File: src/rtl/calclk_pkg.sv
// Package for the calendar clock counter: shared types, reset values and
// calendar helper functions (month lengths, Gregorian leap rule).
// No dependencies; compiled before every other file of the block.
package calclk_pkg;

	// Command codes carried on the command channel
	typedef enum logic [1:0] {
		MODE_TICK_MS  = 2'd0,
		MODE_TICK_SEC = 2'd1,
		MODE_SET      = 2'd2,
		MODE_SYNC     = 2'd3
	} calclk_mode_t;

	// Sequencer states
	typedef enum logic [2:0] {
		ST_IDLE,
		ST_STEP,
		ST_LEAP,
		ST_LOAD,
		ST_DONE
	} calclk_state_t;

	// Date and time as held in the counter
	typedef struct packed {
		logic [15:0] year;
		logic [3:0]  month;
		logic [4:0]  day;
		logic [4:0]  hour;
		logic [5:0]  minute;
		logic [5:0]  second;
		logic [2:0]  weekday;
	} calclk_time_t;

	// Widths
	localparam int unsigned CntW = 17;   // millis remainder + elapsed fits 17 bits
	localparam int unsigned MsW  = 10;

	// Reset values
	localparam logic [15:0] YEAR_RESET    = 16'd1970;
	localparam logic [3:0]  MONTH_RESET   = 4'd1;
	localparam logic [4:0]  DAY_RESET     = 5'd1;
	localparam logic [2:0]  WEEKDAY_RESET = 3'd4;

	// Limits
	localparam logic [CntW-1:0] MS_PER_SEC  = 17'd1000;
	localparam logic [CntW-1:0] ONE_SEC     = 17'd1;
	localparam logic [5:0]      LAST_SECOND = 6'd59;
	localparam logic [5:0]      LAST_MINUTE = 6'd59;
	localparam logic [4:0]      LAST_HOUR   = 5'd23;
	localparam logic [3:0]      LAST_MONTH  = 4'd12;
	localparam logic [2:0]      LAST_WDAY   = 3'd7;

	// Divisibility by 25 through the multiplicative inverse modulo 2^k:
	// x is a multiple of 25 iff (x * inv25) mod 2^k <= (2^k - 1) / 25
	localparam logic [13:0] INV25_14 = 14'd7209;
	localparam logic [13:0] LIM25_14 = 14'd655;
	localparam logic [11:0] INV25_12 = 12'd3113;
	localparam logic [11:0] LIM25_12 = 12'd163;

	// Gregorian leap rule: multiple of 400, or multiple of 4 but not of 100
	function automatic logic leap_year(input logic [15:0] y);
		logic [27:0] p14;
		logic [23:0] p12;
		logic        div4;
		logic        div100;
		logic        div400;
		p14    = y[15:2] * INV25_14;
		p12    = y[15:4] * INV25_12;
		div4   = (y[1:0] == 2'd0);
		div100 = div4 && (p14[13:0] <= LIM25_14);
		div400 = (y[3:0] == 4'd0) && (p12[11:0] <= LIM25_12);
		return div400 || (div4 && !div100);
	endfunction

	// Days in a month; zero for a month code outside 1..12
	function automatic logic [4:0] month_days(input logic [3:0] m, input logic leap);
		logic [4:0] d;
		case (m)
			4'd1, 4'd3, 4'd5, 4'd7, 4'd8, 4'd10, 4'd12: d = 5'd31;
			4'd4, 4'd6, 4'd9, 4'd11:                   d = 5'd30;
			4'd2:                                       d = leap ? 5'd29 : 5'd28;
			default:                                    d = 5'd0;
		endcase
		return d;
	endfunction

endpackage

File: src/rtl/calclk_cmd_if.sv
// Command channel of the calendar clock counter: valid/ready plus the
// command fields. Depends on nothing.
interface calclk_cmd_if;
	logic        valid;
	logic        ready;
	logic [1:0]  mode;
	logic [15:0] elapsed;
	logic [15:0] new_year;
	logic [3:0]  new_month;
	logic [4:0]  new_day;
	logic [4:0]  new_hour;
	logic [5:0]  new_minute;
	logic [5:0]  new_second;
	logic [2:0]  new_weekday;

	modport source (
		output valid, mode, elapsed, new_year, new_month, new_day,
		       new_hour, new_minute, new_second, new_weekday,
		input  ready
	);
	modport sink (
		input  valid, mode, elapsed, new_year, new_month, new_day,
		       new_hour, new_minute, new_second, new_weekday,
		output ready
	);
endinterface

File: src/rtl/calclk_res_if.sv
// Result channel of the calendar clock counter: valid/ready plus the
// date, time, millisecond remainder and accepted flag. Depends on nothing.
interface calclk_res_if;
	logic        valid;
	logic        ready;
	logic [15:0] year;
	logic [3:0]  month;
	logic [4:0]  day;
	logic [4:0]  hour;
	logic [5:0]  minute;
	logic [5:0]  second;
	logic [2:0]  weekday;
	logic [9:0]  millis;
	logic        accepted;

	modport source (
		output valid, year, month, day, hour, minute, second, weekday,
		       millis, accepted,
		input  ready
	);
	modport sink (
		input  valid, year, month, day, hour, minute, second, weekday,
		       millis, accepted,
		output ready
	);
endinterface

File: src/rtl/calendar_clock_counter_core.sv
// Calendar clock counter core: Gregorian date/time with millisecond remainder.
// Depends on calclk_pkg, calclk_cmd_if and calclk_res_if.
//
// cmd (sink): one command per transfer. mode selects tick milliseconds, tick
// seconds, set date/time (keeps the remainder) or sync date/time (clears the
// remainder). Loads are range checked; a bad load changes nothing and reports
// accepted = 0. res (source): exactly one result per command, the state after it.
// One command at a time. A single incrementer advances the calendar by one
// second per cycle, paced by a down-counter with a shared compare/subtract.
// A set or sync first checks the leap status of the new year, then commits.
// The command channel is ready again in the cycle the result is first offered.
// Reset: arst_n clears to 1970-01-01 00:00:00, weekday 4, remainder 0; no
// clearing pass is needed.
// Stall: the result is held in an output register. While it is not taken, a
// new command is still accepted and worked on; its result waits in the final
// state until the output register frees up.
module calendar_clock_counter_core (
	input logic            clk,
	input logic            arst_n,
	calclk_cmd_if.sink     cmd,
	calclk_res_if.source   res
);

	calclk_pkg::calclk_state_t state_q, state_d;
	calclk_pkg::calclk_mode_t  mode_q;
	calclk_pkg::calclk_time_t  cur_q, ld_q, adv;
	logic [calclk_pkg::CntW-1:0] cnt_q, step_amt;
	logic [calclk_pkg::MsW-1:0]  rem_q;
	logic                        leap_q;
	logic                        acc_q;

	logic                        res_valid_q;
	calclk_pkg::calclk_time_t    res_time_q;
	logic [calclk_pkg::MsW-1:0]  res_ms_q;
	logic                        res_acc_q;

	logic       cmd_xfer, step_go, step_end, load_ok, res_load, res_free, is_load;
	logic [4:0] cur_dim, ld_dim;
	logic [15:0] leap_src;

	// Handshakes
	assign cmd.ready = (state_q == calclk_pkg::ST_IDLE);
	assign cmd_xfer  = cmd.valid && cmd.ready;
	assign res_free  = !res_valid_q || res.ready;
	assign is_load   = (cmd.mode == calclk_pkg::MODE_SET) || (cmd.mode == calclk_pkg::MODE_SYNC);

	// Shared compare/subtract: one second per 1000 ms or per second tick
	assign step_amt = (mode_q == calclk_pkg::MODE_TICK_MS) ? calclk_pkg::MS_PER_SEC
	                                                       : calclk_pkg::ONE_SEC;
	assign step_go  = (state_q == calclk_pkg::ST_STEP) && (cnt_q >= step_amt);
	assign step_end = (state_q == calclk_pkg::ST_STEP) && !step_go;

	// Leap unit, shared between the load check and the running calendar
	assign leap_src = (state_q == calclk_pkg::ST_LEAP) ? ld_q.year : cur_q.year;

	// Load validation against the new year's month length
	assign ld_dim  = calclk_pkg::month_days(ld_q.month, leap_q);
	assign load_ok = (ld_dim != 5'd0) && (ld_q.day != 5'd0) && (ld_q.day <= ld_dim) &&
	                 (ld_q.hour <= calclk_pkg::LAST_HOUR) &&
	                 (ld_q.minute <= calclk_pkg::LAST_MINUTE) &&
	                 (ld_q.second <= calclk_pkg::LAST_SECOND);

	// One-second advance with the full cascade
	assign cur_dim = calclk_pkg::month_days(cur_q.month, leap_q);
	always_comb begin
		adv = cur_q;
		if (cur_q.second != calclk_pkg::LAST_SECOND) begin
			adv.second = cur_q.second + 6'd1;
		end else begin
			adv.second = 6'd0;
			if (cur_q.minute != calclk_pkg::LAST_MINUTE) begin
				adv.minute = cur_q.minute + 6'd1;
			end else begin
				adv.minute = 6'd0;
				if (cur_q.hour != calclk_pkg::LAST_HOUR) begin
					adv.hour = cur_q.hour + 5'd1;
				end else begin
					adv.hour = 5'd0;
					// out-of-range weekday restarts at 1
					if (cur_q.weekday == 3'd0 || cur_q.weekday == calclk_pkg::LAST_WDAY) begin
						adv.weekday = 3'd1;
					end else begin
						adv.weekday = cur_q.weekday + 3'd1;
					end
					if (cur_q.day < cur_dim) begin
						adv.day = cur_q.day + 5'd1;
					end else begin
						adv.day = 5'd1;
						if (cur_q.month != calclk_pkg::LAST_MONTH) begin
							adv.month = cur_q.month + 4'd1;
						end else begin
							adv.month = 4'd1;
							adv.year  = cur_q.year + 16'd1;
						end
					end
				end
			end
		end
	end

	// Sequencer next state
	always_comb begin
		state_d  = state_q;
		res_load = 1'b0;
		case (state_q)
			calclk_pkg::ST_IDLE: begin
				if (cmd_xfer) begin
					state_d = is_load ? calclk_pkg::ST_LEAP : calclk_pkg::ST_STEP;
				end
			end
			calclk_pkg::ST_STEP: begin
				if (step_end) begin
					state_d = calclk_pkg::ST_DONE;
				end
			end
			calclk_pkg::ST_LEAP: begin
				state_d = calclk_pkg::ST_LOAD;
			end
			calclk_pkg::ST_LOAD: begin
				state_d = calclk_pkg::ST_DONE;
			end
			calclk_pkg::ST_DONE: begin
				if (res_free) begin
					res_load = 1'b1;
					state_d  = calclk_pkg::ST_IDLE;
				end
			end
			default: begin
				state_d = calclk_pkg::ST_IDLE;
			end
		endcase
	end

	always_ff @(posedge clk or negedge arst_n) begin
		if (!arst_n) begin
			state_q <= calclk_pkg::ST_IDLE;
		end else begin
			state_q <= state_d;
		end
	end

	// Calendar state, remainder and leap flag
	always_ff @(posedge clk or negedge arst_n) begin
		if (!arst_n) begin
			cur_q.year    <= calclk_pkg::YEAR_RESET;
			cur_q.month   <= calclk_pkg::MONTH_RESET;
			cur_q.day     <= calclk_pkg::DAY_RESET;
			cur_q.hour    <= 5'd0;
			cur_q.minute  <= 6'd0;
			cur_q.second  <= 6'd0;
			cur_q.weekday <= calclk_pkg::WEEKDAY_RESET;
			rem_q         <= '0;
			leap_q        <= 1'b0;
			acc_q         <= 1'b0;
		end else begin
			leap_q <= calclk_pkg::leap_year(leap_src);
			if (step_go) begin
				cur_q <= adv;
			end
			if (step_end) begin
				acc_q <= 1'b1;
				if (mode_q == calclk_pkg::MODE_TICK_MS) begin
					rem_q <= cnt_q[calclk_pkg::MsW-1:0];
				end
			end
			if (state_q == calclk_pkg::ST_LOAD) begin
				acc_q <= load_ok;
				if (load_ok) begin
					cur_q <= ld_q;
					if (mode_q == calclk_pkg::MODE_SYNC) begin
						rem_q <= '0;
					end
				end
			end
		end
	end

	// Command capture and step counter
	always_ff @(posedge clk) begin
		if (cmd_xfer) begin
			mode_q     <= calclk_pkg::calclk_mode_t'(cmd.mode);
			ld_q.year    <= cmd.new_year;
			ld_q.month   <= cmd.new_month;
			ld_q.day     <= cmd.new_day;
			ld_q.hour    <= cmd.new_hour;
			ld_q.minute  <= cmd.new_minute;
			ld_q.second  <= cmd.new_second;
			ld_q.weekday <= cmd.new_weekday;
			if (cmd.mode == calclk_pkg::MODE_TICK_MS) begin
				cnt_q <= {{(calclk_pkg::CntW-calclk_pkg::MsW){1'b0}}, rem_q} +
				         {1'b0, cmd.elapsed};
			end else begin
				cnt_q <= {1'b0, cmd.elapsed};
			end
		end else if (step_go) begin
			cnt_q <= cnt_q - step_amt;
		end
	end

	// Output register
	always_ff @(posedge clk or negedge arst_n) begin
		if (!arst_n) begin
			res_valid_q <= 1'b0;
		end else if (res_load) begin
			res_valid_q <= 1'b1;
		end else if (res.ready) begin
			res_valid_q <= 1'b0;
		end
	end

	always_ff @(posedge clk) begin
		if (res_load) begin
			res_time_q <= cur_q;
			res_ms_q   <= rem_q;
			res_acc_q  <= acc_q;
		end
	end

	assign res.valid    = res_valid_q;
	assign res.year     = res_time_q.year;
	assign res.month    = res_time_q.month;
	assign res.day      = res_time_q.day;
	assign res.hour     = res_time_q.hour;
	assign res.minute   = res_time_q.minute;
	assign res.second   = res_time_q.second;
	assign res.weekday  = res_time_q.weekday;
	assign res.millis   = res_ms_q;
	assign res.accepted = res_acc_q;

	// Checks
	a_res_from_done: assert property (@(posedge clk) disable iff (!arst_n)
		$rose(res.valid) |-> $past(state_q == calclk_pkg::ST_DONE))
		else $error("result registered outside the final state");

	a_cnt_falls: assert property (@(posedge clk) disable iff (!arst_n)
		step_go |=> cnt_q < $past(cnt_q))
		else $error("step counter did not fall");

	a_reject_holds: assert property (@(posedge clk) disable iff (!arst_n)
		(state_q == calclk_pkg::ST_LOAD && !load_ok) |=> $stable(cur_q) && $stable(rem_q))
		else $error("rejected load changed the calendar");

	a_time_range: assert property (@(posedge clk) disable iff (!arst_n)
		(cur_q.second <= calclk_pkg::LAST_SECOND) && (cur_q.minute <= calclk_pkg::LAST_MINUTE) &&
		(cur_q.hour <= calclk_pkg::LAST_HOUR))
		else $error("time of day out of range");

	a_ms_range: assert property (@(posedge clk) disable iff (!arst_n)
		rem_q < calclk_pkg::MS_PER_SEC[calclk_pkg::MsW-1:0])
		else $error("millisecond remainder out of range");

	a_busy_after_cmd: assert property (@(posedge clk) disable iff (!arst_n)
		cmd_xfer |=> !cmd.ready)
		else $error("command taken while a command is in progress");

endmodule

File: src/flat_wrapper.sv
// flat-port wrapper written by rule: the top's interface ports become plain ports
module calendar_clock_counter_core_flat 
  (clk, arst_n, cmd_valid, cmd_mode, cmd_elapsed, cmd_new_year, cmd_new_month, cmd_new_day, cmd_new_hour, cmd_new_minute, cmd_new_second, cmd_new_weekday, cmd_ready, res_valid, res_year, res_month, res_day, res_hour, res_minute, res_second, res_weekday, res_millis, res_accepted, res_ready);
  calclk_cmd_if cmd_i ();
  calclk_res_if res_i ();
  input logic clk;
  input logic arst_n;
  input wire logic [$bits(cmd_i.valid)-1:0] cmd_valid;
  input wire logic [$bits(cmd_i.mode)-1:0] cmd_mode;
  input wire logic [$bits(cmd_i.elapsed)-1:0] cmd_elapsed;
  input wire logic [$bits(cmd_i.new_year)-1:0] cmd_new_year;
  input wire logic [$bits(cmd_i.new_month)-1:0] cmd_new_month;
  input wire logic [$bits(cmd_i.new_day)-1:0] cmd_new_day;
  input wire logic [$bits(cmd_i.new_hour)-1:0] cmd_new_hour;
  input wire logic [$bits(cmd_i.new_minute)-1:0] cmd_new_minute;
  input wire logic [$bits(cmd_i.new_second)-1:0] cmd_new_second;
  input wire logic [$bits(cmd_i.new_weekday)-1:0] cmd_new_weekday;
  output wire logic [$bits(cmd_i.ready)-1:0] cmd_ready;
  output wire logic [$bits(res_i.valid)-1:0] res_valid;
  output wire logic [$bits(res_i.year)-1:0] res_year;
  output wire logic [$bits(res_i.month)-1:0] res_month;
  output wire logic [$bits(res_i.day)-1:0] res_day;
  output wire logic [$bits(res_i.hour)-1:0] res_hour;
  output wire logic [$bits(res_i.minute)-1:0] res_minute;
  output wire logic [$bits(res_i.second)-1:0] res_second;
  output wire logic [$bits(res_i.weekday)-1:0] res_weekday;
  output wire logic [$bits(res_i.millis)-1:0] res_millis;
  output wire logic [$bits(res_i.accepted)-1:0] res_accepted;
  input wire logic [$bits(res_i.ready)-1:0] res_ready;
  assign cmd_i.valid = cmd_valid;
  assign cmd_i.mode = cmd_mode;
  assign cmd_i.elapsed = cmd_elapsed;
  assign cmd_i.new_year = cmd_new_year;
  assign cmd_i.new_month = cmd_new_month;
  assign cmd_i.new_day = cmd_new_day;
  assign cmd_i.new_hour = cmd_new_hour;
  assign cmd_i.new_minute = cmd_new_minute;
  assign cmd_i.new_second = cmd_new_second;
  assign cmd_i.new_weekday = cmd_new_weekday;
  assign cmd_ready = cmd_i.ready;
  assign res_valid = res_i.valid;
  assign res_year = res_i.year;
  assign res_month = res_i.month;
  assign res_day = res_i.day;
  assign res_hour = res_i.hour;
  assign res_minute = res_i.minute;
  assign res_second = res_i.second;
  assign res_weekday = res_i.weekday;
  assign res_millis = res_i.millis;
  assign res_accepted = res_i.accepted;
  assign res_i.ready = res_ready;
  calendar_clock_counter_core u_core (.clk(clk), .arst_n(arst_n), .cmd(cmd_i), .res(res_i));
endmodule
File: config.mk
export PLATFORM = sky130hd
export DESIGN_NAME = calendar_clock_counter_core_flat
export DESIGN_NICKNAME = d
export VERILOG_FILES = /design/src/rtl/calclk_pkg.sv /design/src/rtl/calclk_cmd_if.sv /design/src/rtl/calclk_res_if.sv /design/src/rtl/calendar_clock_counter_core.sv /design/src/flat_wrapper.sv
export SDC_FILE = /design/constraint.sdc
export NUM_CORES = 1
export LEC_CHECK = 0
export BUFFER_PORTS_ARGS = -buffer_cell sky130_fd_sc_hd__buf_2
export CAP_MARGIN = 20
export CORE_UTILIZATION = 59
export CTS_CLUSTER_DIAMETER = 150
export DETAILED_ROUTE_END_ITERATION = 10
export PLACE_DENSITY = 0.86
export SYNTH_ARGS = -nofsm -noshare
export SYNTH_HDL_FRONTEND = slang
export SYNTH_SLANG_ARGS = --single-unit
File: constraint.sdc
create_clock -name clk -period 5.9 [get_ports clk]
set_clock_uncertainty 0.1 [all_clocks]
set_input_delay 0.59 -clock clk [delete_from_list [all_inputs] [get_ports clk]]
set_output_delay 0.59 -clock clk [all_outputs]
set_load 0.02 [all_outputs]
==> impl_metrics.toml, run 1 <==
[outcome]
status = "complete, no violations"

[detailed_routing]
drtIter0Drc = 817
via_count = 8282
m1WireLength_mm = 10.3
wirelength_mm = 24.9
via_per_inst = 6.11
dr_wl_met3_mm = 1.69
wl_per_cell_microns = 18.4
route.met2.wl_mm = 12.2
top_layer = "met4"
drt_pass1_iterations = 5
drc = 0
ant_nets = 0

[yosys]
avgSynthCellArea_sq_um = 10.9
syn_area_sq_um = 10800
syn_inst = 992
yosys-top-cells-area = "edfxtp_1 33%, dfrtp_1 12%, ha_1 11%"
synth-main-ff-cell = "edfxtp_1"
synth_fp_nets = 1171
yosysSeqAreaShare = 0.474
netlist.area_leader.share = 0.332
synth_warnings = 0
synth.distinct_cells = 70
async_flop_share = 0.337
yosysTopAreaCell = "edfxtp_1"
ys_ff_latch = 181
synth-edff-count = 120

[power_and_ir_drop]
p_leak_uw = 0.00516
power_density_nw_per_um2 = 654
total_power_uw = 8020
max-vdd-ir-drop_uv = 465

[critical_path]
cp_max_fo = 18
crit_family = "adder cells"
critPathKind = "register to register"
worst_setup_path_start_kind = "register"
r2r_cells = 17
path_cells = "nor3b_2 > buf_4 > mux2i_1 > fa_1 > inv_1 > ha_1 > ha_1 > inv_1 > fa_1 > fa_1 > xnor2_1 > xnor2_1 > xnor2_1 > xnor2_1 > xnor2_1 > xor2_1 > a31oi_1"
cpMostUsedCell = "xnor2_1"
critical-path-max-stage-delay_ns = 0.51
cp-end-kind = "register"
cp.arrival_ns = 5.14
slowest_stage = "fa_1"
path_buf_inv = 3
crit_cells = 17
worstPathRequired_ns = 6.09
r2r_setup_slack_ns = 0.95

[global_routing]
antenna_found_initial = 0
overflow = 0
grt_pass1_vias = 8017
grt_pass1_wl_mm = 39.8
grt_max_degree = 62
grt_util_all_layers = 0.276

[layout]
area_growth_pct = 13.0
final_cell_mix = "124 x buf_2, 120 x edfxtp_1, 94 x ha_1"
num-nets-final = 1292
layout.cells.most_common = "buf_2"
drive_above_1_share = 0.172
final_area_sq_um = 12300
n_antenna_cell = 0

[die]
fp-row-count = 49
die_w_microns = 138
start_util = 0.604
coreArea_sq_um = 18000
die_area_sq_um = 18900
die_h_microns = 138
io_pins = 125

[sta]
slew_headroom = 0.278
achievable-frequency_mhz = 202
setup-tns-final_ns = 0
min_period_ns = 4.95
report.final.setup_viol = 0
worst_pin_slew_ns = 1.08
fin_crit_sh = 0.839
rsz0062_at_grt = "false"
drv_slew = 0
hold_viol = 0

[clock_tree]
clk_latency_ns = 0.44
clock_sinks = 181
cts-resized-gates = 0
cts_setup_buffers = 0
cts_tree = "yes"
clkTransAtPathRegs_ns = 0.07
h-tree-depth = 4
cts_root_buf = "clkbuf_16"
cts_buffers = 17
ctsLongestPathBuffers = 2
hold_buffers = 0

[placed_design]
dpl-instance-area_sq_um = 11700
place.gp.congestion = 0.924
portBuffers = 124
dp_hpwl_mm = 17.6

[worst_hold_path]
hp-class = "input pin to async pin"

[run]
cap_violations = 0
state kept, by name, summed over array words and instances, names as in the netlist, 2 cells and up:
register / count
u_core.res.hour: 5
u_core.rem_q: 10
u_core.res.month: 4
u_core.res.day: 5
u_core.cnt_q: 17
u_core.res.second: 6
u_core.mode_q: 2
u_core.state_q: 3
u_core.res.weekday: 3
u_core.res.year: 16
u_core.ld_q: 45
u_core.res.millis: 10
u_core.res.minute: 6
u_core.cur_q: 45
power by group:
part	internal (uW)	switching, uW
clock	629	493
sequential	1800	371
combinational	2080	2640
total	4510	3500
final timing paths:
kind	end	from
worst max-delay path	u_core.leap_q$_DFF_PN0_	u_core.state_q[1]$_DFFE_PN0P_
worst min-delay path	u_core.cur_q[0]$_DFF_PN0_	arst_n
worst max register to register	u_core.leap_q$_DFF_PN0_	u_core.state_q[1]$_DFFE_PN0P_
worst min register to register	u_core.cur_q[3]$_DFF_PN0_	u_core.ld_q[3]$_DFFE_PP_
max in group asynchronous	u_core.rem_q[4]$_DFF_PN0_	arst_n
min in group clk	u_core.ld_q[32]$_DFFE_PP_	cmd_new_year[3]
synth_stat cells (14+ instances only):
library cell	instances
mux2i_1	38
nand3_1	41
nor3_1	21
xnor2_1	36
ha_1	94
or4_1	16
fa_1	18
nand2_1	72
o21ai_0	37
dfrtp_1	51
nor2_1	65
inv_1	77
clkbuf_1	21
a21oi_1	41
edfxtp_1	120
nand2b_1	16
o211ai_1	14
metrics by stage:
stage	utilization	hold WS, ns	worst slack [ns]	std cells
floorplan	-	0.194	1.03	992
global placement	0.651	0.336	1.25	1323
detailed placement	0.651	0.340	1.07	1323
CTS	0.682	0.211	0.963	1355
global route	0.682	0.204	0.673	1355
finish	0.682	0.211	0.948	1355
routing by layer:
| metal | track usage | vias up |
|---|---|---|
| li1 | - | 3878 |
| met1 | 0.365 | 3997 |
| met2 | 0.460 | 358 |
| met3 | 0.0515 | 49 |
| met4 | 0.0855 | 0 |
| met5 | 0 | - |
final cells by class:
type | instances | area (sq um)
clock buffers | 22 | 444
clock inverters | 10 | 123
flip-flops and latches | 181 | 5140
inverters | 78 | 293
well taps | 229 | 287
fillers | 1288 | 5700
repair buffers | 130 | 666
multi-input cells | 705 | 5310
kinds of logic (layout without fill, tap and decap cells):
group           count (synthesis)  after routing  share of synthesized area
compound gates                178            178                      0.107
xor+xnor                       51             51                     0.0437
fa+ha+maj                     112            112                      0.142
buf+inv                       106            240                     0.0384
flops                         181            181                      0.474
mux                            46             46                     0.0434
simple gates                  318            318                      0.152
Power figures use the tool's default switching activity.
==> run 2: changes to the inputs <==
==> constraint.sdc (replaced) <==
create_clock -name clk -period 5.2 [get_ports clk]
set_clock_uncertainty 0.1 [all_clocks]
set_input_delay 0.52 -clock clk [delete_from_list [all_inputs] [get_ports clk]]
set_output_delay 0.52 -clock clk [all_outputs]
set_load 0.02 [all_outputs]
==> run 2 against run 1 <==
Setup slack worse by 0.48 ns. Critical path type unchanged. Critical path depth stayed put. Worst hold slack worse by 0.069 ns. Register-to-register slack worse by 0.48 ns. First-iteration DRC count is 28% lower. Global-route usage hardly changed. Fmax is 4.7% higher. Flip-flop and latch count stayed put. Sequential share of layout area is 0.43 points lower. Clock power is 27% higher. Largest cell class unchanged. Via count is 0.83% higher.
==> impl_metrics.toml, run 2 (synthesis results as in run 1) <==
[detailed_routing]
drc = 0
wl_per_cell_microns = 18.4
wirelength_mm = 25.0
via_per_inst = 6.14
drtIter0Drc = 592
drt_pass1_iterations = 7
ant_nets = 0
via_count = 8351

[run]
cap_violations = 0

[layout]
drive_above_1_share = 0.177
num-nets-final = 1294
area_growth_pct = 14.2
final_area_sq_um = 12400
utilization = 0.689
layout.cells.most_common = "buf_2"
fin_cells = 1360
reg_top3 = "u_core.cur_q (45), u_core.ld_q (45), u_core.cnt_q (17)"
fillers = 1290
final_cell_mix = "124 x buf_2, 120 x edfxtp_1, 94 x ha_1"

[clock_tree]
clkTransAtPathRegs_ns = 0.07
cts_setup_buffers = 0
cts-resized-gates = 0
cts_tree = "yes"
cts_root_buf = "clkbuf_16"
cts_buffers = 17
clock_sinks = 181
ctsLongestPathBuffers = 2
h-tree-depth = 4
clk_latency_ns = 0.44
hold_buffers = 0

[power_and_ir_drop]
max-vdd-ir-drop_uv = 523
clkPwrFrac = 0.155
total_power_uw = 9210
power_density_nw_per_um2 = 743
p_seq_frac = 0.268
switching_share = 0.431
p_leak_uw = 0.00522
p_comb_frac = 0.578
internal_power_uw = 5240
p_sw_uw = 3970

[sta]
report.final.setup_viol = 0
fin_crit_sh = 0.909
slew_headroom = 0.335
achievable-frequency_mhz = 212
min_period_ns = 4.73
drv_slew = 0
setup-tns-final_ns = 0
hold_viol = 0
rsz0062_at_grt = "false"
worst_pin_slew_ns = 0.992

[placed_design]
portBuffers = 124
dpl-instance-area_sq_um = 11700
dp.cells = 1324
dp_hpwl_mm = 17.6
place.gp.congestion = 0.938

[die]
die_w_microns = 138
start_util = 0.604
io_pins = 125
die_area_sq_um = 18900
coreArea_sq_um = 18000
fp-row-count = 49
die_h_microns = 138

[global_routing]
grt_pass1_wl_mm = 39.7
grt_max_degree = 62
grt_util_all_layers = 0.277
antenna_found_initial = 3
overflow = 0
grt_pass1_vias = 8069

[worst_hold_path]
hp-class = "input pin to async pin"

[critical_path]
cp.arrival_ns = 4.99
worstPathRequired_ns = 5.46
cp_max_fo = 18
critPathKind = "register to register"
worst_setup_path_start_kind = "register"
r2r_cells = 17
cp-end-kind = "register"

[outcome]
status = "complete, no violations"
run 2: cell count changes in the layout (fill, tap and decap cells not counted), sizes merged:
cell and delta:
diode +3, inv +1, clkinv +1, clkbuf -3, buf +2, bufinv +2, clkinvlp -1
run 2: routing by layer:
layer	part of all wire	vias up	global-route usage	routed length, microns
met3	0.073	64	0.0504	1830
met1	0.41	3996	0.358	10300
li1	-	3904	-	-
met4	0.036	0	0.121	891
met5	0	-	0	0
met2	0.48	387	0.454	12000
run 2: path summary, 6_finish.rpt:
kind,startpoint,to,slack (ns)
max in group asynchronous,arst_n,u_core.rem_q[3]$_DFF_PN0_,4.30
worst max-delay path,u_core.state_q[1]$_DFFE_PN0P_,u_core.leap_q$_DFF_PN0_,0.47
worst min-delay path,arst_n,u_core.cur_q[1]$_DFF_PN0_,0.14
worst min register to register,u_core.ld_q[16]$_DFFE_PP_,u_core.cur_q[16]$_DFF_PN0_,0.36
min in group clk,cmd_new_year[1],u_core.ld_q[30]$_DFFE_PP_,0.15
worst max register to register,u_core.state_q[1]$_DFFE_PN0P_,u_core.leap_q$_DFF_PN0_,0.47
run 2: final cells by class:
cell class / instances / area [sq um] / share of cell area
Antenna cell: 3 / 7.51 / 0.000606
Sequential cell: 181 / 5140 / 0.415
Inverter: 78 / 293 / 0.0236
Clock inverter: 13 / 215 / 0.0174
Tap cell: 229 / 287 / 0.0231
Clock buffer: 19 / 443 / 0.0358
Multi-Input combinational cell: 705 / 5310 / 0.428
Timing Repair Buffer: 132 / 693 / 0.0560
run 2: power by group through the flow:
stage | Combinational, uW | Sequential [uW] | Clock (uW)
after floorplan | 4140 | 2350 | 0
after global placement | 5010 | 2450 | 0
after detailed placement | 5220 | 2460 | 0
after CTS | 5290 | 2450 | 1430
after global routing | 5970 | 2510 | 1490
final | 5320 | 2460 | 1420
run 2: critical path, stage by stage, from the launching register on:
cell and delay (ns):
dfrtp_1 0.47, nor3b_2 0.20, buf_4 0.29, mux2i_1 0.37, inv_1 0.20, ha_1 0.32, ha_1 0.27, inv_1 0.05
fa_1 0.54, inv_1 0.04, ha_1 0.28, ha_1 0.38, a221o_1 0.33, o22ai_1 0.14, nand2_1 0.07, nor3_1 0.29
a221oi_1 0.13, a31oi_1 0.17
run 2: through the flow:
stage                     hold WS (ns)  setup WS [ns]
after floorplan                  0.124          0.328
after global placement           0.334          0.693
after detailed placement         0.345          0.550
after CTS                        0.139          0.538
after global routing             0.136          0.119
final                            0.142          0.472
